**config.mk**
```make
export PLATFORM = sky130hd
export DESIGN_NAME = vsa_front
export DESIGN_NICKNAME = d
export VERILOG_FILES = /design/src/hw/rtl/vsa_pkg.sv /design/src/hw/rtl/vsa_front.sv
export SDC_FILE = /design/constraint.sdc
export NUM_CORES = 2
export LEC_CHECK = 0
export BUFFER_PORTS_ARGS = -buffer_cell sky130_fd_sc_hd__buf_2
export CAP_MARGIN = 20
export CORE_AREA = 2 2 291 293
export CTS_CLUSTER_DIAMETER = 200
export CTS_CLUSTER_SIZE = 12
export DETAILED_ROUTE_END_ITERATION = 10
export DIE_AREA = 0 0 293 295
export GPL_TIMING_DRIVEN = 0
export PLACE_DENSITY = 0.83
export SLEW_MARGIN = 20
export SYNTH_ARGS = -nofsm -noshare
export SYNTH_HDL_FRONTEND = slang
export SYNTH_SLANG_ARGS = --single-unit
```
**constraint.sdc**
```tcl
create_clock -name clk -period 22.9 [get_ports clk]
set_clock_uncertainty 0.05 [all_clocks]
set_input_delay 5.725 -clock clk [delete_from_list [all_inputs] [get_ports clk]]
set_output_delay 5.725 -clock clk [all_outputs]
set_load 0.005 [all_outputs]
```
**src/hw/rtl/vsa_pkg.sv**
```systemverilog
// ----------------------------------------------------------------------------
// vsa_pkg
// Shared types and constants for the vector similarity accumulator.
// ----------------------------------------------------------------------------
package vsa_pkg;

  localparam int MAX_DIM   = 4096;
  localparam int ELEM_W    = 16;
  localparam int DOT_W     = 44;
  localparam int SQ_W      = 43;
  localparam int DIST_W    = 45;
  localparam int CNT_W     = 13;
  localparam int COS_W     = 32;
  localparam int PROD_W    = 88;
  localparam int MUL_STEPS = 44;
  localparam int DIV_STEPS = 60;
  localparam int SQRT_STEPS = 30;
  localparam int STEP_W    = 6;

  typedef struct packed {
    logic [DOT_W-1:0]  dot;
    logic [DIST_W-1:0] dist_sq;
    logic [SQ_W-1:0]   sum_a;
    logic [SQ_W-1:0]   sum_b;
    logic              ovf;
    logic [CNT_W-1:0]  count;
  } vsa_job_t;

  typedef struct packed {
    logic push;
    logic pop;
  } vsa_qctl_t;

  typedef struct packed {
    logic full;
    logic empty;
  } vsa_qstat_t;

  typedef enum logic [2:0] {
    ST_IDLE,
    ST_MUL_P,
    ST_MUL_D,
    ST_DIV,
    ST_SQRT,
    ST_OUT
  } vsa_state_t;

endpackage

```
**src/hw/rtl/vsa_front.sv**
```systemverilog
// ----------------------------------------------------------------------------
// vsa_front
// Accumulates element pairs; a last pair pushes a finished job.
// ----------------------------------------------------------------------------
module vsa_front (
  input  logic                              clk,
  input  logic                              rst_n,
  input  logic                              in_valid,
  output logic                              in_stall,
  input  logic signed [vsa_pkg::ELEM_W-1:0] in_elem_a,
  input  logic signed [vsa_pkg::ELEM_W-1:0] in_elem_b,
  input  logic                              in_last_element,
  input  vsa_pkg::vsa_qstat_t               q_stat,
  output logic                              q_push,
  output vsa_pkg::vsa_job_t                 q_job
);
  import vsa_pkg::*;

  logic [DOT_W-1:0]  dot_r, dot_nxt;
  logic [SQ_W-1:0]   sa_r, sa_nxt, sb_r, sb_nxt;
  logic [DIST_W-1:0] dist_r, dist_nxt;
  logic [CNT_W-1:0]  cnt_r, cnt_nxt;
  logic              ovf_r, ovf_nxt;
  logic              xfer;
  logic signed [2*ELEM_W-1:0] pab, paa, pbb;
  logic signed [ELEM_W:0]     diff;
  logic [2*ELEM_W+1:0]        pdd;

  assign in_stall = q_stat.full;
  assign xfer     = in_valid && !in_stall;

  assign pab  = in_elem_a * in_elem_b;
  assign paa  = in_elem_a * in_elem_a;
  assign pbb  = in_elem_b * in_elem_b;
  assign diff = {in_elem_a[ELEM_W-1], in_elem_a} - {in_elem_b[ELEM_W-1], in_elem_b};
  assign pdd  = $unsigned((2*ELEM_W+2)'(diff) * (2*ELEM_W+2)'(diff));

  always_comb begin
    dot_nxt  = dot_r;
    sa_nxt   = sa_r;
    sb_nxt   = sb_r;
    dist_nxt = dist_r;
    cnt_nxt  = cnt_r;
    ovf_nxt  = ovf_r;
    if (cnt_r < CNT_W'(MAX_DIM)) begin
      dot_nxt  = dot_r + DOT_W'(pab);
      sa_nxt   = sa_r + SQ_W'($unsigned(paa));
      sb_nxt   = sb_r + SQ_W'($unsigned(pbb));
      dist_nxt = dist_r + DIST_W'(pdd);
      cnt_nxt  = cnt_r + 1'b1;
    end else begin
      ovf_nxt = 1'b1;
    end
  end

  assign q_push        = xfer && in_last_element;
  assign q_job.dot     = dot_nxt;
  assign q_job.dist_sq = dist_nxt;
  assign q_job.sum_a   = sa_nxt;
  assign q_job.sum_b   = sb_nxt;
  assign q_job.ovf     = ovf_nxt;
  assign q_job.count   = cnt_nxt;

  always_ff @(posedge clk) begin
    if (!rst_n || q_push) begin
      dot_r  <= '0;
      sa_r   <= '0;
      sb_r   <= '0;
      dist_r <= '0;
      cnt_r  <= '0;
      ovf_r  <= 1'b0;
    end else if (xfer) begin
      dot_r  <= dot_nxt;
      sa_r   <= sa_nxt;
      sb_r   <= sb_nxt;
      dist_r <= dist_nxt;
      cnt_r  <= cnt_nxt;
      ovf_r  <= ovf_nxt;
    end
  end

endmodule

```
==> run_results.csv <==
group,metric,value,unit
finish,final_layout_size_suffix_gt1_share,6.128,%
logic_synthesis,part_of_the_yosys_area_used_for_sequential_elements,7.034,%
routing,vias_per_cell,6.024,
routing,firstDrtPassIters,8,
floorplanning,initial_cell_density_of_the_core,64.69,%
cts,worst_skew_pair.late_latency,0.47,ns
logic_synthesis,postSynthAreaPerCell,8.428,sq um
floorplanning,floorplan.die.height,295,microns
logic_synthesis,post_synth_inst_count,6383,
floorplanning,die_area,86440,sq um
logic_synthesis,yosysWarnings,0,
routing,drtIter0Drc,4156,
cts,clkSinkCount,189,
global_route,grt.total_usage,41.23,%
cts,cts_buffers,17,
logic_synthesis,netlist_area,53790,sq um
logic_synthesis,synth.largest_area_cell,"fa_1",
place,place.detailed.hpwl,144200,microns
cts,cts.hold.buffers_added,0,
logic_synthesis,asyncSetResetFlopFracSynth,0,%
global_route,grt_antenna_before_repair,10,
logic_synthesis,synthTopCellsByArea,"fa_1, ha_1, inv_1",
critical_path,cpMaxStageDelayCell,"fa_1",
job,cap_violations,0,
critical_path,crit_arrival,16.80,ns
finish,area.growth.synth_to_final,6.392,%
routing,post-route-drc-count,0,
routing,wl,174100,microns
floorplanning,design.portCount,229,
routing,ant_nets,0,
logic_synthesis,synthDistinctLibCells,92,
cts,cts_root_buffer,"clkbuf_16",
global_route,pin_count_of_the_biggest_net_entering_global_routing,19,
critical_path,worstPathRequired,17.12,ns
sta,period_needed,22.58,ns
floorplanning,rows,106,
cts,clkSlewWorstSetupHoldPaths,0.07,ns
logic_synthesis,yosysTopAreaCellShare,37.70,%
critical_path,path_max_fanout,11,
critical_path,critPathTopFamily,"adder cells",
logic_synthesis,synth_flop_cell,"dfxtp_1",
floorplanning,area_of_the_core,83160,sq um
routing,routed-via-count,46640,
logic_synthesis,postSynthRegisterBits,189,
finish,final_nets,8213,
place,buffer_ports.inserted,227,
critical_path,path_buf_inv,11,
sta,worst_hold_slack,0.4266,ns
sta,hold_viol,0,
min_path,timing.hold.worst.class,"reg2reg",
global_route,grt_pass1_wl,269800,microns
cts,cts.path.max_buffers,2,
critical_path,cell_occurring_most_often_along_the_worst_timing_path,"fa_1",
routing,wl_per_cell,22.48,microns
global_route,first_global_vias,47720,
logic_synthesis,synthTopCellsByCount,"inv_1, fa_1, nand2_1, ha_1, nor2_1",
finish,final.fill_count,6684,
sta,setup-violations-final,0,
sta,maxClockFrequency,44.29,MHz
critical_path,critPathCaptureType,"primary output",
critical_path,timing.critical_path.slowest_cell_delay,0.56,ns
cts,cts.htree.levels,4,
sta,number_of_slew_limit_violations_in_the_final_report,0,
logic_synthesis,synth.most_common_cell,"inv_1",
floorplanning,die_w,293,microns
critical_path,timing.setup.critical_path_class,"in2out",
global_route,overflow,0,
sta,max-slew-margin-rel,16.97,%
logic_synthesis,syn_nets,7950,
outcome,outcome,"finished clean",
critical_path,timing.critical_path.from_type,"input pin",
place,gp_routability_congestion,1.021,
sta,max_slew.worst_pin.slew,1.246,ns
logic_synthesis,synth_edf_count,0,
cts,cts_tree,"done",
sta,min_period_over_period,98.59,%
## placed cells by master, fill, tap and decap left out, drive strengths merged, types with 137 or more instances in the layout
master  count
a21oi     307
nor2      460
ha        516
clkbuf    222
fa       1013
o21ai     288
xnor2     210
inv      1307
xor2      137
nand2     748
buf       279
dfxtp     189
## cells by family after synthesis
| kind of cell | Yosys count | share of synthesized area [%] |
|---|---|---|
| DFF | 189 | 7.034 |
| adders and majority gates | 1529 | 49.70 |
| AOI/OAI and AO/OA | 1021 | 12.01 |
| buffers and inverters | 1552 | 10.89 |
| xor gates and xnor gates | 347 | 5.650 |
| and+or+nand+nor | 1723 | 14.27 |
| muxes | 22 | 0.4536 |
## layer usage
layer | up-vias | routed length (microns) | track usage (%)
li1 | 20500 | - | -
met1 | 22750 | 63240 | 52.02
met2 | 2701 | 76870 | 63.83
met3 | 680 | 21630 | 12.21
met4 | 12 | 12260 | 23.05
met5 | - | 71 | 0
## area by class of cell
| class | instances | area, sq um | area share (%) |
|---|---|---|---|
| multi-input combinational | 4642 | 44310 | 77.42 |
| timing repair buffer | 251 | 1343 | 2.346 |
| inverter | 1318 | 4974 | 8.690 |
| clock inverter | 8 | 87.58 | 0.1530 |
| antenna | 4 | 10.01 | 0.01749 |
| buffer | 227 | 907.1 | 1.585 |
| clock buffer | 23 | 467.9 | 0.8176 |
| sequential | 189 | 3784 | 6.611 |
| tap | 1080 | 1351 | 2.361 |
## registers in the layout (all words and copies together), names as in the netlist
register	count
sa_r	43
dist_r	45
sb_r	43
cnt_r	13
ovf_r	1
dot_r	44
## worst paths after layout
kind / depth (start not counted) / slack, ns / start / endpoint
max: 41 / 0.32 / in_elem_b[11] / q_job[133]
min: 2 / 0.43 / sb_r[9]$_SDFFE_PP0P_ / sb_r[9]$_SDFFE_PP0P_
max reg2reg: 8 / 18.98 / cnt_r[12]$_SDFFE_PP0P_ / sb_r[4]$_SDFFE_PP0P_
min reg2reg: 2 / 0.43 / sb_r[9]$_SDFFE_PP0P_ / sb_r[9]$_SDFFE_PP0P_
## metrics by stage
stage                     setup WS, ns  area, sq um  utilization (%)  cells  TNS (ns)
after floorplan                  1.512        53790                -   6383         0
after global placement          -1.967        56280            67.68   7690    -38.89
after detailed placement        -1.628        56350            67.76   7693    -32.12
after CTS                    0.0009166        57040            68.60   7729         0
after global routing          -0.03999        57220            68.82   7739   -0.1420
final                           0.3230        57230            68.82   7742         0
## repair_timing
item / 4_1_cts / 5_1_grt
setup endpoints to repair: 28 / 19
gates resized for setup: 26 / 38
pin swaps: 4 / 7
setup buffers: 9 / 12
## tightest hold or removal path, cell delays in order, from the launching register on
cell	delay (ns)
dfxtp_1	0.32
nand2_1	0.05
a21oi_1	0.05
Power is left out: the tool's default activity adds up to more than one toggle a clock period on the data nets, which glitch-free logic cannot reach.
