--- config.mk ---
export PLATFORM = sky130hd
export DESIGN_NAME = vsa_back
export DESIGN_NICKNAME = d
export VERILOG_FILES = /design/src/hw/rtl/vsa_pkg.sv /design/src/hw/rtl/vsa_back.sv
export SDC_FILE = /design/constraint.sdc
export NUM_CORES = 2
export LEC_CHECK = 0
export BUFFER_PORTS_ARGS = -buffer_cell sky130_fd_sc_hd__buf_2
export CAP_MARGIN = 0
export CORE_MARGIN = 5
export CORE_UTILIZATION = 56
export DETAILED_ROUTE_END_ITERATION = 7
export HOLD_SLACK_MARGIN = 0.06
export MAX_ROUTING_LAYER = met4
export PLACE_DENSITY = 0.78
export SLEW_MARGIN = 20
export SYNTH_ARGS = -nofsm -noshare
export SYNTH_HDL_FRONTEND = slang
export SYNTH_SLANG_ARGS = --single-unit
--- constraint.sdc ---
create_clock -name clk -period 12.62 [get_ports clk]
set_clock_uncertainty 0.2 [all_clocks]
set_input_delay 2.524 -clock clk [delete_from_list [all_inputs] [get_ports clk]]
set_output_delay 2.524 -clock clk [all_outputs]
set_load 0.05 [all_outputs]
--- src/hw/rtl/vsa_pkg.sv ---
// ----------------------------------------------------------------------------
// vsa_pkg
// Shared types and constants for the vector similarity accumulator.
// ----------------------------------------------------------------------------
package vsa_pkg;

  localparam int MAX_DIM   = 4096;
  localparam int ELEM_W    = 16;
  localparam int DOT_W     = 44;
  localparam int SQ_W      = 43;
  localparam int DIST_W    = 45;
  localparam int CNT_W     = 13;
  localparam int COS_W     = 32;
  localparam int PROD_W    = 88;
  localparam int MUL_STEPS = 44;
  localparam int DIV_STEPS = 60;
  localparam int SQRT_STEPS = 30;
  localparam int STEP_W    = 6;

  typedef struct packed {
    logic [DOT_W-1:0]  dot;
    logic [DIST_W-1:0] dist_sq;
    logic [SQ_W-1:0]   sum_a;
    logic [SQ_W-1:0]   sum_b;
    logic              ovf;
    logic [CNT_W-1:0]  count;
  } vsa_job_t;

  typedef struct packed {
    logic push;
    logic pop;
  } vsa_qctl_t;

  typedef struct packed {
    logic full;
    logic empty;
  } vsa_qstat_t;

  typedef enum logic [2:0] {
    ST_IDLE,
    ST_MUL_P,
    ST_MUL_D,
    ST_DIV,
    ST_SQRT,
    ST_OUT
  } vsa_state_t;

endpackage

--- src/hw/rtl/vsa_back.sv ---
// ----------------------------------------------------------------------------
// vsa_back
// Cosine unit: serial multiplies, restoring divide and square root.
// ----------------------------------------------------------------------------
module vsa_back (
  input  logic                                   clk,
  input  logic                                   rst_n,
  input  vsa_pkg::vsa_qstat_t                    q_stat,
  input  vsa_pkg::vsa_job_t                      q_job,
  output logic                                   q_pop,
  output logic                                   out_valid,
  input  logic                                   out_stall,
  output logic signed [vsa_pkg::DOT_W-1:0]       out_dot_product,
  output logic [vsa_pkg::DIST_W-1:0]             out_distance_sq,
  output logic signed [vsa_pkg::COS_W-1:0]       out_cosine,
  output logic                                   out_degenerate,
  output logic                                   out_overflowed,
  output logic [vsa_pkg::CNT_W-1:0]              out_element_count
);
  import vsa_pkg::*;

  vsa_state_t state_r, state_nxt;
  vsa_job_t   job_r;
  logic [STEP_W-1:0] step_r;
  logic [PROD_W-1:0] acc_r, mcand_r, p_r;
  logic [MUL_STEPS-1:0] mplier_r;
  logic [PROD_W:0]   rem_r, rem_sh;
  logic [DIV_STEPS-1:0] quo_r;
  logic [33:0] sq_rem_r, sq_try, sq_t;
  logic [SQRT_STEPS-1:0] root_r;
  logic [COS_W-1:0] cos_r;
  logic [MUL_STEPS-1:0] dmag;
  logic [PROD_W-1:0] acc_add;
  logic dneg, degen, last_step, cap;

  assign dneg  = job_r.dot[DOT_W-1];
  assign dmag  = dneg ? MUL_STEPS'(-job_r.dot) : MUL_STEPS'(job_r.dot);
  assign degen = (q_job.sum_a == '0) || (q_job.sum_b == '0);
  assign acc_add = mplier_r[0] ? acc_r + mcand_r : acc_r;
  assign rem_sh  = {rem_r[PROD_W-1:0], 1'b0};
  assign sq_try  = {sq_rem_r[31:0], quo_r[DIV_STEPS-1 -: 2]};
  assign sq_t    = {2'b00, root_r, 2'b01};
  // magnitude of D*D at or above A*B: cosine saturates at one
  assign cap     = (acc_add >= p_r);

  always_comb begin
    last_step = 1'b0;
    case (state_r)
      ST_MUL_P, ST_MUL_D: last_step = (step_r == STEP_W'(MUL_STEPS - 1));
      ST_DIV:             last_step = (step_r == STEP_W'(DIV_STEPS - 1));
      ST_SQRT:            last_step = (step_r == STEP_W'(SQRT_STEPS - 1));
      default:            last_step = 1'b0;
    endcase
  end

  always_comb begin
    state_nxt = state_r;
    case (state_r)
      ST_IDLE:  if (!q_stat.empty) state_nxt = degen ? ST_OUT : ST_MUL_P;
      ST_MUL_P: if (last_step) state_nxt = ST_MUL_D;
      ST_MUL_D: if (last_step) state_nxt = cap ? ST_OUT : ST_DIV;
      ST_DIV:   if (last_step) state_nxt = ST_SQRT;
      ST_SQRT:  if (last_step) state_nxt = ST_OUT;
      ST_OUT:   if (!out_stall) state_nxt = ST_IDLE;
      default:  state_nxt = ST_IDLE;
    endcase
  end

  always_comb begin
    q_pop     = (state_r == ST_IDLE) && !q_stat.empty;
    out_valid = (state_r == ST_OUT);
  end

  always_ff @(posedge clk) begin
    if (!rst_n) state_r <= ST_IDLE;
    else        state_r <= state_nxt;
  end

  always_ff @(posedge clk) begin
    step_r <= last_step ? '0 : step_r + 1'b1;
    case (state_r)
      ST_IDLE: begin
        step_r   <= '0;
        job_r    <= q_job;
        acc_r    <= '0;
        mcand_r  <= PROD_W'(q_job.sum_a);
        mplier_r <= MUL_STEPS'(q_job.sum_b);
        cos_r    <= '0;
      end
      ST_MUL_P, ST_MUL_D: begin
        acc_r    <= acc_add;
        mcand_r  <= {mcand_r[PROD_W-2:0], 1'b0};
        mplier_r <= mplier_r >> 1;
        if (last_step && state_r == ST_MUL_P) begin
          p_r      <= acc_add;
          acc_r    <= '0;
          mcand_r  <= PROD_W'(dmag);
          mplier_r <= dmag;
        end
        if (last_step && state_r == ST_MUL_D) begin
          rem_r    <= {1'b0, acc_add};
          sq_rem_r <= '0;
          root_r   <= '0;
          if (cap) cos_r <= dneg ? -(COS_W'(1) << 30) : (COS_W'(1) << 30);
        end
      end
      ST_DIV: begin
        if (rem_sh >= {1'b0, p_r}) begin
          rem_r <= rem_sh - {1'b0, p_r};
          quo_r <= {quo_r[DIV_STEPS-2:0], 1'b1};
        end else begin
          rem_r <= rem_sh;
          quo_r <= {quo_r[DIV_STEPS-2:0], 1'b0};
        end
      end
      ST_SQRT: begin
        quo_r <= {quo_r[DIV_STEPS-3:0], 2'b00};
        if (sq_try >= sq_t) begin
          sq_rem_r <= sq_try - sq_t;
          root_r   <= {root_r[SQRT_STEPS-2:0], 1'b1};
          if (last_step) cos_r <= dneg ? -COS_W'({root_r[SQRT_STEPS-2:0], 1'b1})
                                       : COS_W'({root_r[SQRT_STEPS-2:0], 1'b1});
        end else begin
          sq_rem_r <= sq_try;
          root_r   <= {root_r[SQRT_STEPS-2:0], 1'b0};
          if (last_step) cos_r <= dneg ? -COS_W'({root_r[SQRT_STEPS-2:0], 1'b0})
                                       : COS_W'({root_r[SQRT_STEPS-2:0], 1'b0});
        end
      end
      default: ;
    endcase
  end

  assign out_dot_product   = job_r.dot;
  assign out_distance_sq   = job_r.dist_sq;
  assign out_cosine        = cos_r;
  assign out_degenerate    = (job_r.sum_a == '0) || (job_r.sum_b == '0);
  assign out_overflowed    = job_r.ovf;
  assign out_element_count = job_r.count;

endmodule

==> impl_metrics.py <==
metrics = {
    "critical_path": {
        "worstPathArrival_ns": 7.94,
        "reg2reg_slack_ns": 4.77,
        "reg2regPathDepth": 21,
        "end_kind": "register",
        "rr_startpoint": "mcand_r[0]$_DFFE_PP_",
        "critPathMaxFanout": 32,
        "startpoint": "mcand_r[0]$_DFFE_PP_",
        "start_kind": "register",
        "critPathRequiredTime_ns": 12.71,
        "endpoint": "out_cosine[28]$_DFFE_PP_",
        "reg2reg_to": "out_cosine[28]$_DFFE_PP_",
        "crit_type": "register to register",
    },
    "cts": {
        "cts_buffers": 82,
        "clockRootBuffer": "clkbuf_16",
        "cts_tree": "built",
        "clk_latency_ns": 0.67,
        "clock-sinks": 748,
        "clockBufferDepth": 3,
        "cts-hold-fix-buffers": 0,
        "cts.clk_slew.worst_paths_ns": 0.06,
        "cts_resized": 0,
        "htreeDepth": 3,
        "post_cts_buffers": 0,
    },
    "pwr": {
        "peakVddDrop_v": 0.0001648,
        "p_leak_nw": 22.28,
        "powerDensity_nw_per_um2": 153.4,
        "total_power_mw": 7.943,
    },
    "synthesis": {
        "syn_nets": 5223,
        "dominantRegCellSynth": "edfxtp_1",
        "synth.yosys.warnings": 0,
        "synth.distinct_cells": 100,
        "post-synth-top-area-cell": "edfxtp_1",
        "ys_ff_latch": 748,
        "synth_top_area_share_pct": 46.85,
        "synth_common_cells": "edfxtp_1, nand2_1, nor2_1, a21oi_1, ha_1",
        "yosysMostFrequentCell": "edfxtp_1",
        "synth_cells": 4729,
        "syn_area_um2": 47370,
        "synth_edf_count": 739,
        "ys_top_cells_by_area": "edfxtp_1, ha_1, nand2_1",
        "async_reset_ff_share_pct": 0,
        "syn_area_per_cell_um2": 10.02,
        "synth-seq-area-share_pct": 47.23,
    },
    "timing": {
        "whs_ns": 0.2689,
        "hold_viol": 0,
        "slew_viol_final": 0,
        "worstMarginPinSlew_ns": 1.126,
        "rsz0062_at_grt": "false",
        "relSlewSlack_pct": 24.92,
        "fmax_mhz": 127.4,
        "min_period_ns": 7.852,
        "min_period_over_period_pct": 62.22,
        "tns_ns": 0,
        "setup_viol": 0,
    },
    "worst_hold_path": {
        "hp-class": "register to register",
        "worstHoldStart": "step_r[0]$_SDFF_PP0_",
    },
    "layout": {
        "num-fill-cells": 6908,
        "fin_area_um2": 51780,
        "nets": 5356,
        "area_growth_pct": 9.317,
        "drive_gt1_share_pct": 11.54,
    },
    "place": {
        "port_buffers": 330,
        "placed_area_um2": 49130,
        "hpwlAfterDp_mm": 100.6,
        "place_congestion": 0.9645,
    },
    "floorplanning": {
        "initial_core_util_pct": 56.51,
        "core_area_um2": 83820,
        "die_w_um": 300.8,
        "rows": 106,
        "die_h_um": 300.8,
        "dieArea_um2": 90500,
        "ios": 332,
    },
    "drt": {
        "drc_errors": 0,
        "wl_mm": 135.3,
        "ant_nets": 0,
        "routed-via-count": 37860,
        "dr.pass1.iters": 8,
        "drtIter0Drc": 3938,
        "vias_per_cell": 6.237,
        "wl_per_cell_um": 22.28,
    },
    "grt": {
        "grt_pass1_wl_mm": 209.2,
        "grt.total_usage_pct": 29.98,
        "antenna_found_initial": 11,
        "gr-total-overflow": 0,
        "grt_pass1_vias": 36630,
        "grt_max_degree": 94,
    },
    "status": {
        "status": "finished, final reports clean",
    },
    "flow_run": {
        "maxCapViolations": 0,
    },
}
==> placed cells by master, fill, tap and decap left out, drive strengths merged, types with 14 or more instances in the layout <==
cell    netlist  layout
a211oi       27      27
a21boi       17      17
a21o        135     135
a21oi       349     349
a221o        16      16
a22oi        18      18
a31oi        33      33
a41oi        25      25
and2         22      22
and3         63      63
buf         151     366
clkbuf      166     104
clkinv        1      37
edfxtp      739     739
ha          298     298
inv         279     281
mux2         14      14
mux2i       194     194
nand2       561     561
nand2b       29      29
nand3       203     203
nand4       106     106
nor2        350     350
nor2b        28      28
nor3         69      69
nor4         62      62
o211ai       20      20
o21a         43      43
o21ai       192     192
o21bai       47      47
o31ai        37      37
or2          16      16
or3          23      23
xnor2       159     159
xor2         84      84
==> flip-flops by register name (all words and copies together), names as in the netlist <==
signal             flops
out_dot_product       44
p_r                   88
acc_r                 88
out_overflowed         1
rem_r                 88
out_distance_sq       45
job_r                 86
step_r                 6
out_element_count     13
mplier_r              44
sq_rem_r              32
root_r                30
state_r                3
out_cosine            32
quo_r                 60
mcand_r               88
==> worst max-delay path, stage by stage, from the launching register on <==
cell and delay (ns):
edfxtp_1 0.42, ha_1 0.23, fa_1 0.41, a21o_1 0.21
a221oi_1 0.59, or4b_1 0.21, o211ai_1 0.22, o2111ai_1 0.52
a21oi_1 0.31, nor3b_1 0.42, o31ai_1 0.17, xor2_1 0.16
mux2i_1 0.36, inv_1 0.11, ha_1 0.30, nand2_1 0.05
nor3_1 0.47, nand3_1 0.28, nor4_1 0.72, a211oi_1 0.33
o32ai_4 0.28, buf_4 0.46
==> worst min path at each step <==
stage | to | slack [ns] | cells past startpoint
after floorplan | step_r[0]$_SDFF_PP0_ | 0.23 | 1
after global placement | step_r[0]$_SDFF_PP0_ | 0.25 | 1
after detailed placement | step_r[0]$_SDFF_PP0_ | 0.26 | 1
after CTS | step_r[0]$_SDFF_PP0_ | 0.27 | 1
after global routing | step_r[0]$_SDFF_PP0_ | 0.31 | 1
final | step_r[0]$_SDFF_PP0_ | 0.27 | 1
==> kinds of logic (layout without fill, tap and decap cells) <==
group | count (synthesis) | count (layout) | share of synthesized area (%)
other | 0 | 5 | 0
adder cells (fa/ha/maj) | 300 | 300 | 7.956
AND/OR/NAND/NOR | 1570 | 1570 | 15.59
buffers and inverters | 597 | 799 | 5.838
AO/OA/AOI/OAI | 1063 | 1063 | 14.46
flip-flops | 748 | 748 | 47.23
multiplexers | 208 | 208 | 4.433
XOR/XNOR | 243 | 243 | 4.493
==> per-stage QoR <==
step | utilization [%] | cells | worst slack, ns
final | 61.77 | 6070 | 4.768
after global routing | 61.77 | 6069 | 4.260
after CTS | 61.76 | 6065 | 4.730
after detailed placement | 58.61 | 5912 | 4.766
after global placement | 58.61 | 5912 | 4.884
after floorplan | - | 4729 | 0.4426
==> power by group <==
part | switching [mW] | internal [mW]
Sequential | 0.164 | 3.14
Clock | 1.05 | 1.33
Combinational | 1.53 | 0.731
Total | 2.74 | 5.20
==> cell type report <==
class | count | area [µm²] | share of cell area (%)
clock buffers | 104 | 2155 | 4.161
diodes | 5 | 12.51 | 0.02416
clock inverters | 49 | 480.5 | 0.9279
inverters | 280 | 1054 | 2.035
repair buffers | 366 | 1934 | 3.736
flip-flops and latches | 748 | 22370 | 43.21
well taps | 1134 | 1419 | 2.740
multi-input cells | 3384 | 22350 | 43.17
==> layer usage <==
layer | global-route usage [%] | share of wire (%) | vias to the layer above
li1 | - | - | 17580
met1 | 40.24 | 42 | 18180
met2 | 46.60 | 46 | 1819
met3 | 4.737 | 8.4 | 291
met4 | 11.04 | 3.9 | 0
met5 | - | 0 | -
Power figures use the tool's default switching activity.
