**config.mk**
```make
export PLATFORM = sky130hd
export DESIGN_NAME = vsa_queue
export DESIGN_NICKNAME = d
export VERILOG_FILES = /design/src/hw/rtl/vsa_pkg.sv /design/src/hw/rtl/vsa_queue.sv
export SDC_FILE = /design/constraint.sdc
export NUM_CORES = 1
export LEC_CHECK = 0
export BUFFER_PORTS_ARGS = -buffer_cell sky130_fd_sc_hd__buf_2
export CORE_ASPECT_RATIO = 1.75
export CORE_MARGIN = 5
export CORE_UTILIZATION = 40
export DETAILED_ROUTE_END_ITERATION = 8
export HOLD_SLACK_MARGIN = 0.15
export PLACE_DENSITY = 0.72
export SYNTH_ARGS = -nofsm -noshare
export SYNTH_HDL_FRONTEND = slang
export SYNTH_SLANG_ARGS = --single-unit
```
**constraint.sdc**
```tcl
create_clock -name clk -period 13.5 [get_ports clk]
set_clock_uncertainty 0.1 [all_clocks]
set_input_delay 0.675 -clock clk [delete_from_list [all_inputs] [get_ports clk]]
set_output_delay 0.675 -clock clk [all_outputs]
set_load 0.02 [all_outputs]
```
**src/hw/rtl/vsa_pkg.sv**
```systemverilog
// ----------------------------------------------------------------------------
// vsa_pkg
// Shared types and constants for the vector similarity accumulator.
// ----------------------------------------------------------------------------
package vsa_pkg;

  localparam int MAX_DIM   = 4096;
  localparam int ELEM_W    = 16;
  localparam int DOT_W     = 44;
  localparam int SQ_W      = 43;
  localparam int DIST_W    = 45;
  localparam int CNT_W     = 13;
  localparam int COS_W     = 32;
  localparam int PROD_W    = 88;
  localparam int MUL_STEPS = 44;
  localparam int DIV_STEPS = 60;
  localparam int SQRT_STEPS = 30;
  localparam int STEP_W    = 6;

  typedef struct packed {
    logic [DOT_W-1:0]  dot;
    logic [DIST_W-1:0] dist_sq;
    logic [SQ_W-1:0]   sum_a;
    logic [SQ_W-1:0]   sum_b;
    logic              ovf;
    logic [CNT_W-1:0]  count;
  } vsa_job_t;

  typedef struct packed {
    logic push;
    logic pop;
  } vsa_qctl_t;

  typedef struct packed {
    logic full;
    logic empty;
  } vsa_qstat_t;

  typedef enum logic [2:0] {
    ST_IDLE,
    ST_MUL_P,
    ST_MUL_D,
    ST_DIV,
    ST_SQRT,
    ST_OUT
  } vsa_state_t;

endpackage

```
**src/hw/rtl/vsa_queue.sv**
```systemverilog
// ----------------------------------------------------------------------------
// vsa_queue
// Two-entry job queue between the accumulator and the cosine unit.
// ----------------------------------------------------------------------------
module vsa_queue (
  input  logic                clk,
  input  logic                rst_n,
  input  vsa_pkg::vsa_qctl_t  ctl,
  input  vsa_pkg::vsa_job_t   wr_job,
  output vsa_pkg::vsa_job_t   rd_job,
  output vsa_pkg::vsa_qstat_t stat
);
  import vsa_pkg::*;

  vsa_job_t   mem_r [2];
  logic       wptr_r, rptr_r;
  logic [1:0] cnt_r;

  assign stat.full  = (cnt_r == 2'd2);
  assign stat.empty = (cnt_r == 2'd0);
  assign rd_job     = mem_r[rptr_r];

  always_ff @(posedge clk) begin
    if (ctl.push) mem_r[wptr_r] <= wr_job;
  end

  always_ff @(posedge clk) begin
    if (!rst_n) begin
      wptr_r <= 1'b0;
      rptr_r <= 1'b0;
      cnt_r  <= 2'd0;
    end else begin
      if (ctl.push) wptr_r <= ~wptr_r;
      if (ctl.pop)  rptr_r <= ~rptr_r;
      cnt_r <= cnt_r + {1'b0, ctl.push} - {1'b0, ctl.pop};
    end
  end

endmodule

```
==> results of run 1 <==
worst max path at each step:
| stage | start | end | slack (ps) | cells after the start |
|---|---|---|---|---|
| floorplan | ctl[1] | wptr_r | 3770 | 2 |
| global placement | ctl[1] | mem_r[0][30] | 10440 | 4 |
| detailed placement | ctl[1] | mem_r[0][155] | 10410 | 4 |
| CTS | flip-flop | rd_job[20] | 9870 | 3 |
| global route | flip-flop | rd_job[22] | 9740 | 3 |
| finish | flip-flop | rd_job[44] | 9850 | 3 |
sequential cells by signal (all words and copies together), names as in the netlist, named ones only:
register	count
cnt_r	2
mem_r	378
rptr_r	1
wptr_r	1
per-layer routing:
metal | part of all wire [%] | vias to the layer above
met5 | 0.11 | -
met2 | 57 | 262
li1 | - | 3253
met4 | 4.7 | 4
met3 | 6.0 | 73
met1 | 32 | 3528
cell families (layout without fill, tap and decap cells):
logic type      count (synthesis)  in the layout  share of synthesized area [%]
compound gates                  1              1                         0.0526
xor+xnor                        2              2                          0.219
fa+ha+maj                       2              2                          0.175
buf+inv                        23            454                           1.40
flops                         383            383                           80.2
mux                           189            189                           17.5
other cells                     0             11                              0
simple gates                    9              9                          0.377
worst register-to-register path: cells and delay by family (launching register included):
kind	cells	cell delay (ps)
buf+inv	2	1500
flops	1	340
simple gates	1	120
cells in the final DEF, fill, tap and decap left out, types with 4 or more instances in the layout:
| cell | netlist | routed |
|---|---|---|
| mux2_2 | 89 | 89 |
| diode_2 | 0 | 11 |
| buf_2 | 7 | 383 |
| clkbuf_1 | 0 | 6 |
| buf_4 | 0 | 5 |
| mux2_4 | 100 | 100 |
| edfxtp_1 | 378 | 378 |
| clkinv_1 | 0 | 6 |
| clkinv_2 | 0 | 7 |
| dfxtp_1 | 5 | 4 |
| clkbuf_16 | 0 | 35 |
power groups by stage:
stage | Combinational, uW | Sequential, uW | Clock [uW]
2_1_floorplan | 227 | 1430 | 0
3_3_place_gp | 333 | 1420 | 0
5_1_grt | 355 | 1400 | 1040
6_report | 334 | 1400 | 955
3_5_place_dp | 338 | 1420 | 0
4_1_cts | 339 | 1400 | 987
Yosys cell counts, drive strengths merged:
cell	number	share of area [%]
xnor3	1	0.16
ha	2	0.18
nor2b	4	0.18
edfxtp	378	80
and2	4	0.18
o21a	1	0.053
inv	2	0.053
mux2	189	18
nor2	1	0.026
dfxtp	5	0.70
buf	21	1.4
xor2	1	0.061
metrics by stage:
stage                     utilization, %  instance area (sq um)  hold WS, ps
after floorplan                        -                  14300          455
after global placement              47.2                  16600          463
after detailed placement            47.2                  16600          470
after CTS                           50.3                  17800          206
after global routing                50.4                  17800          212
final                               50.4                  17800          243
cell type report:
type | count | area share (%)
Timing Repair Buffer | 389 | 11.1
Tap cell | 465 | 3.27
Clock inverter | 20 | 1.02
Antenna cell | 11 | 0.155
Clock buffer | 43 | 5.21
Inverter | 2 | 0.0422
Sequential cell | 383 | 64.4
Multi-Input combinational cell | 203 | 14.8
==> impl_metrics.json, run 1 <==
{
  "outcome": "finished, final reports clean",
  "final_worst_setup_slack_ps": 9850,
  "power_uw": 2690,
  "cp_data_required_time_ps": 12730,
  "clock_path_buffers": 3,
  "finalSetupTns_ps": 0,
  "regToRegStartpoint": "wptr_r",
  "overflow": 0,
  "postSynthCellCount": 609,
  "pwr-share-clk_pct": 35.6,
  "fill_cell_total_of_the_finished_layout": 2875,
  "global_route.usage.total_pct": 14.7,
  "finalCritPeriodShare_pct": 27.1,
  "synth-seq-cells": 383,
  "setup.worst_path.class": "flip-flop to output port",
  "rsz_0062_raised_after_global_routing": "false",
  "final-hold-violation-count": 0,
  "detailedPlacementHpwl_mm": 21.2,
  "top_level_ports": 384,
  "timing.slew.headroom_pct": 13.2,
  "critical_path_buf_inv_count": 2,
  "max_slew.worst_pin.slew_ps": 1300,
  "combPwrFrac_pct": 12.4,
  "root_buffer": "clkbuf_16",
  "critical_path_cell_list": "buf_12 -> mux2_2 -> buf_2",
  "finalWorstPathRequiredPeriod_ps": 3650,
  "clock_tree.htree_level_count": 2,
  "dr.pass1.iters": 4,
  "power_density_nw_per_um2": 151,
  "tritoncts": "yes",
  "gr-usage-met2_pct": 28.0,
  "achievable_frequency_mhz": 274,
  "irDropWorstVdd_uv": 125,
  "final_cells": 1516,
  "critical_path.startpoint_type": "flip-flop",
  "sequential_cell_area_sq_um": 11500,
  "post_detailed_route_count_of_antenna_violating_nets": 0,
  "gp_congestion": 0.772,
  "fp.coreArea_sq_um": 35300,
  "worstPathArrival_ps": 2880,
  "r2r_cells": 3,
  "wire_length_of_the_first_global_routing_pass_mm": 44.6,
  "grt_busiest_layer": "met2",
  "initialDrtViolationCount": 342,
  "cts.sinks": 383,
  "dieHeight_um": 260,
  "crit-reg2reg-capture": "mem_r[0][83]",
  "end_kind": "output port",
  "grt_antenna_before_repair": 12,
  "nets": 1209,
  "flop2flop_setup_slack_ps": 10950,
  "std_cell_rows": 91,
  "dr_total_vias": 7120,
  "min_path_type": "primary input to flip-flop",
  "clock_insertion_delay_worst_skew_ps": 510,
  "cp_max_delay_cell": "dfxtp_4",
  "critPathMaxStageDelay_ps": 710,
  "post_cts_resize_count": 0,
  "buffer_ports.inserted": 383,
  "use_met3_pct": 3.56,
  "hold_buffers": 0,
  "drc": 0,
  "post_synth.cell_area_avg_sq_um": 23.4,
  "worst_hold_startpoint": "wr_job[13]",
  "hold_path_stages": 1,
  "synthesis.nets": 804,
  "share_seq_of_total_power_pct": 52.0,
  "grt_util_met1_pct": 14.4,
  "place_worst_setup_slack_ps": 10410,
  "finalSetupViolCount": 0,
  "syn2layout_area_growth_pct": 24.6,
  "avgViaCountPerCell": 4.70,
  "floorplan.die_area_sq_um": 39700,
  "layout-drive-gt1-share_pct": 60.8,
  "ys_warn_count": 0,
  "maximum_number_of_pins_on_one_net_before_global_route_repair": 152,
  "seq_area_frac_synth_pct": 80.2,
  "whs_endpoint": "mem_r[0][13]",
  "die_boundary_width_um": 153,
  "synth.distinct_cells": 14,
  "post_synthesis_cell_area_sq_um": 14300,
  "clkSlewWorstSetupHoldPaths_ps": 70,
  "maxCapViolations": 0,
  "cell_internal_pwr_uw": 2070,
  "postRouteWirelength_mm": 30.4,
  "area_occupied_by_multi_input_gates_sq_um": 2630,
  "netSwitchingFraction_pct": 22.9,
  "cellLeakagePower_uw": 0.00683,
  "first_global_vias": 7701,
  "initial_utilization_pct": 40.4,
  "worst_path_dominant_cell_family": "buffers and inverters",
  "total_switching_power_uw": 616,
  "numPlacedInstances": 1442,
  "cts-buffers-inserted": 35,
  "wire_per_inst_um": 20.0,
  "timing.critical_path.fanout_max": 151,
  "cts_setup_buffers": 0,
  "final-max-slew-violation-count": 0
}
(Power assumes the default switching activity.)
==> inputs of run 2 (changes only) <==
--- a/config.mk
+++ b/config.mk
@@ -5,6 +5,7 @@
 export SDC_FILE = /design/constraint.sdc
 export NUM_CORES = 1
 export LEC_CHECK = 0
+export ABC_AREA = 1
 export BUFFER_PORTS_ARGS = -buffer_cell sky130_fd_sc_hd__buf_2
 export CORE_ASPECT_RATIO = 1.75
 export CORE_MARGIN = 5
==> constraint.sdc (replaced) <==
create_clock -name clk -period 3.8 [get_ports clk]
set_clock_uncertainty 0.1 [all_clocks]
set_input_delay 0.19 -clock clk [delete_from_list [all_inputs] [get_ports clk]]
set_output_delay 0.19 -clock clk [all_outputs]
set_load 0.02 [all_outputs]
==> impl_metrics.json, run 2 <==
{
  "final-hold-violation-count": 0,
  "post_synth.cell_area_avg_sq_um": 23.0,
  "dr.pass1.iters": 4,
  "floorplan.die_area_sq_um": 39700,
  "std_cell_rows": 91,
  "finalSetupViolCount": 0,
  "reg_top3": "mem_r x378, cnt_r x2",
  "synth_top_area_cell": "edfxtp_1",
  "largest_register_ffs": 378,
  "edff_count_synth": 378,
  "final-max-slew-violation-count": 0,
  "postSynthCellCount": 621,
  "area_occupied_by_multi_input_gates_sq_um": 2610,
  "ys_async_sr_fraction_pct": 0,
  "outcome": "finished, final reports clean",
  "synth-seq-cells": 383,
  "cellLeakagePower_uw": 0.00774,
  "ys_warn_count": 0,
  "root_buffer": "clkbuf_16",
  "post_detailed_route_count_of_antenna_violating_nets": 0,
  "clock_tree.htree_level_count": 2,
  "cts-buffers-inserted": 35,
  "fill_cell_total_of_the_finished_layout": 2639,
  "worstPathArrival_ps": 2190,
  "initialDrtViolationCount": 281,
  "yosys-top-cells-area": "edfxtp_1 80%, mux2_4 11%, mux2_2 7.0%",
  "layout-drive-gt1-share_pct": 51.3,
  "grt_antenna_before_repair": 5,
  "gp_congestion": 0.770,
  "first_global_vias": 8732,
  "finalCritPeriodShare_pct": 65.3,
  "mostFrequentLayoutCells": "383 x buf_2, 378 x edfxtp_1, 193 x dlygate4sd3_1, 100 x mux2_4, 89 x mux2_2",
  "irDropWorstVdd_uv": 500,
  "wire_length_of_the_first_global_routing_pass_mm": 50.1,
  "top_level_ports": 384,
  "synthesis.nets": 816,
  "seq_area_frac_synth_pct": 80.2,
  "critical_path.startpoint_type": "flip-flop",
  "maximum_number_of_pins_on_one_net_before_global_route_repair": 88,
  "layout.cells.most_common": "buf_2",
  "postSynth.topFlopCell": "edfxtp_1",
  "maxCapViolations": 0,
  "post_synthesis_cell_area_sq_um": 14300,
  "sequential_cell_area_sq_um": 11500,
  "cts.sinks": 383,
  "min_path_type": "primary input to flip-flop",
  "achievable_frequency_mhz": 403,
  "postRouteWirelength_mm": 33.4,
  "overflow": 0,
  "setup.worst_path.class": "flip-flop to output port",
  "synth.distinct_cells": 12,
  "global_route.usage.total_pct": 16.2,
  "finalWorstPathRequiredPeriod_ps": 2480,
  "tritoncts": "yes",
  "finalSetupTns_ps": 0,
  "cp_data_required_time_ps": 3510,
  "fp.coreArea_sq_um": 35300,
  "end_kind": "output port",
  "nets": 1418,
  "wire_per_inst_um": 19.4,
  "drc": 0,
  "clkSlewWorstSetupHoldPaths_ps": 70,
  "power_density_nw_per_um2": 497,
  "synth.most_common_cell": "edfxtp_1",
  "initial_utilization_pct": 40.4,
  "dieHeight_um": 260,
  "syn2layout_area_growth_pct": 39.5,
  "max_slew.worst_pin.slew_ps": 1080,
  "clock_insertion_delay_worst_skew_ps": 510,
  "registers.top_by_ff_count": "mem_r",
  "detailedPlacementHpwl_mm": 21.4,
  "timing.slew.headroom_pct": 27.7,
  "hold_ws_ps": 305,
  "die_boundary_width_um": 153,
  "cts_setup_buffers": 0,
  "buffer_ports.inserted": 383,
  "clock_path_buffers": 3,
  "ys_top_cells_by_count": "378 x edfxtp_1, 100 x mux2_4, 89 x mux2_2",
  "dr_total_vias": 8013,
  "avgViaCountPerCell": 4.66,
  "rsz_0062_raised_after_global_routing": "false",
  "timing.critical_path.fanout_max": 35,
  "yosysTopAreaCellShare_pct": 79.5
}
run 2: worst max-delay path: stages (launching register included):
cell and delay [ps]:
dfxtp_4 530, buf_4 600, mux2_4 360, buf_2 160
run 2: through the flow:
step	power [uW]	utilization (%)	worst slack, ps	instance area, sq um	std cells
after detailed placement	6140	47.4	1660	16700	1458
after floorplan	5740	-	57.3	14300	621
final	9910	56.4	1320	19900	1719
after global routing	10300	56.4	1230	19900	1718
after CTS	10000	56.4	1270	19900	1714
after global placement	6110	47.4	1700	16700	1458
run 2: final timing paths:
path / to / start / slack [ps] / cells past startpoint
min: mem_r[1][50] / wr_job[50] / 300 / 2
max reg2reg: mem_r[0][92] / wptr_r / 1670 / 2
max: rd_job[98] / flip-flop / 1320 / 3
min reg2reg: rptr_r / rptr_r / 430 / 2
run 2: kinds of logic (layout without fill, tap and decap cells):
| kind of cell | count (synthesis) | after routing | synth area share, % |
|---|---|---|---|
| other cells | 0 | 5 | 0 |
| simple gates | 18 | 18 | 0.482 |
| flops | 383 | 383 | 80.2 |
| fa+ha+maj | 2 | 2 | 0.175 |
| mux | 189 | 189 | 17.5 |
| buf+inv | 28 | 656 | 1.53 |
| compound gates | 1 | 1 | 0.0350 |
run 2: repair_timing:
item,4_1_cts,5_1_grt
endpoints found under the setup margin,0,0
hold buffers,193,0
resized for setup,0,0
hold endpoints to repair,383,0
run 2: routing by layer:
metal	vias to the layer above	GRT usage (%)	wire (um)
met5	-	0	0
met4	0	7.28	1490
met3	78	3.53	1770
met2	284	31.2	18900
met1	3984	16.6	11300
li1	3667	-	-
run 2: power by group:
part           total (uW)  internal [uW]  switching (uW)
Sequential           4950           4890            60.7
Clock                3690           2200            1490
Combinational        1260            584             680
Total                9910           7670            2230
run 2: final cells by class:
class | count | share of cell area (%)
Antenna cell | 5 | 0.0628
Clock buffer | 38 | 4.67
Clock inverter | 25 | 1.50
Inverter | 7 | 0.151
Multi-Input combinational cell | 210 | 13.1
Sequential cell | 383 | 57.5
Tap cell | 465 | 2.92
Timing Repair Buffer | 586 | 20.1
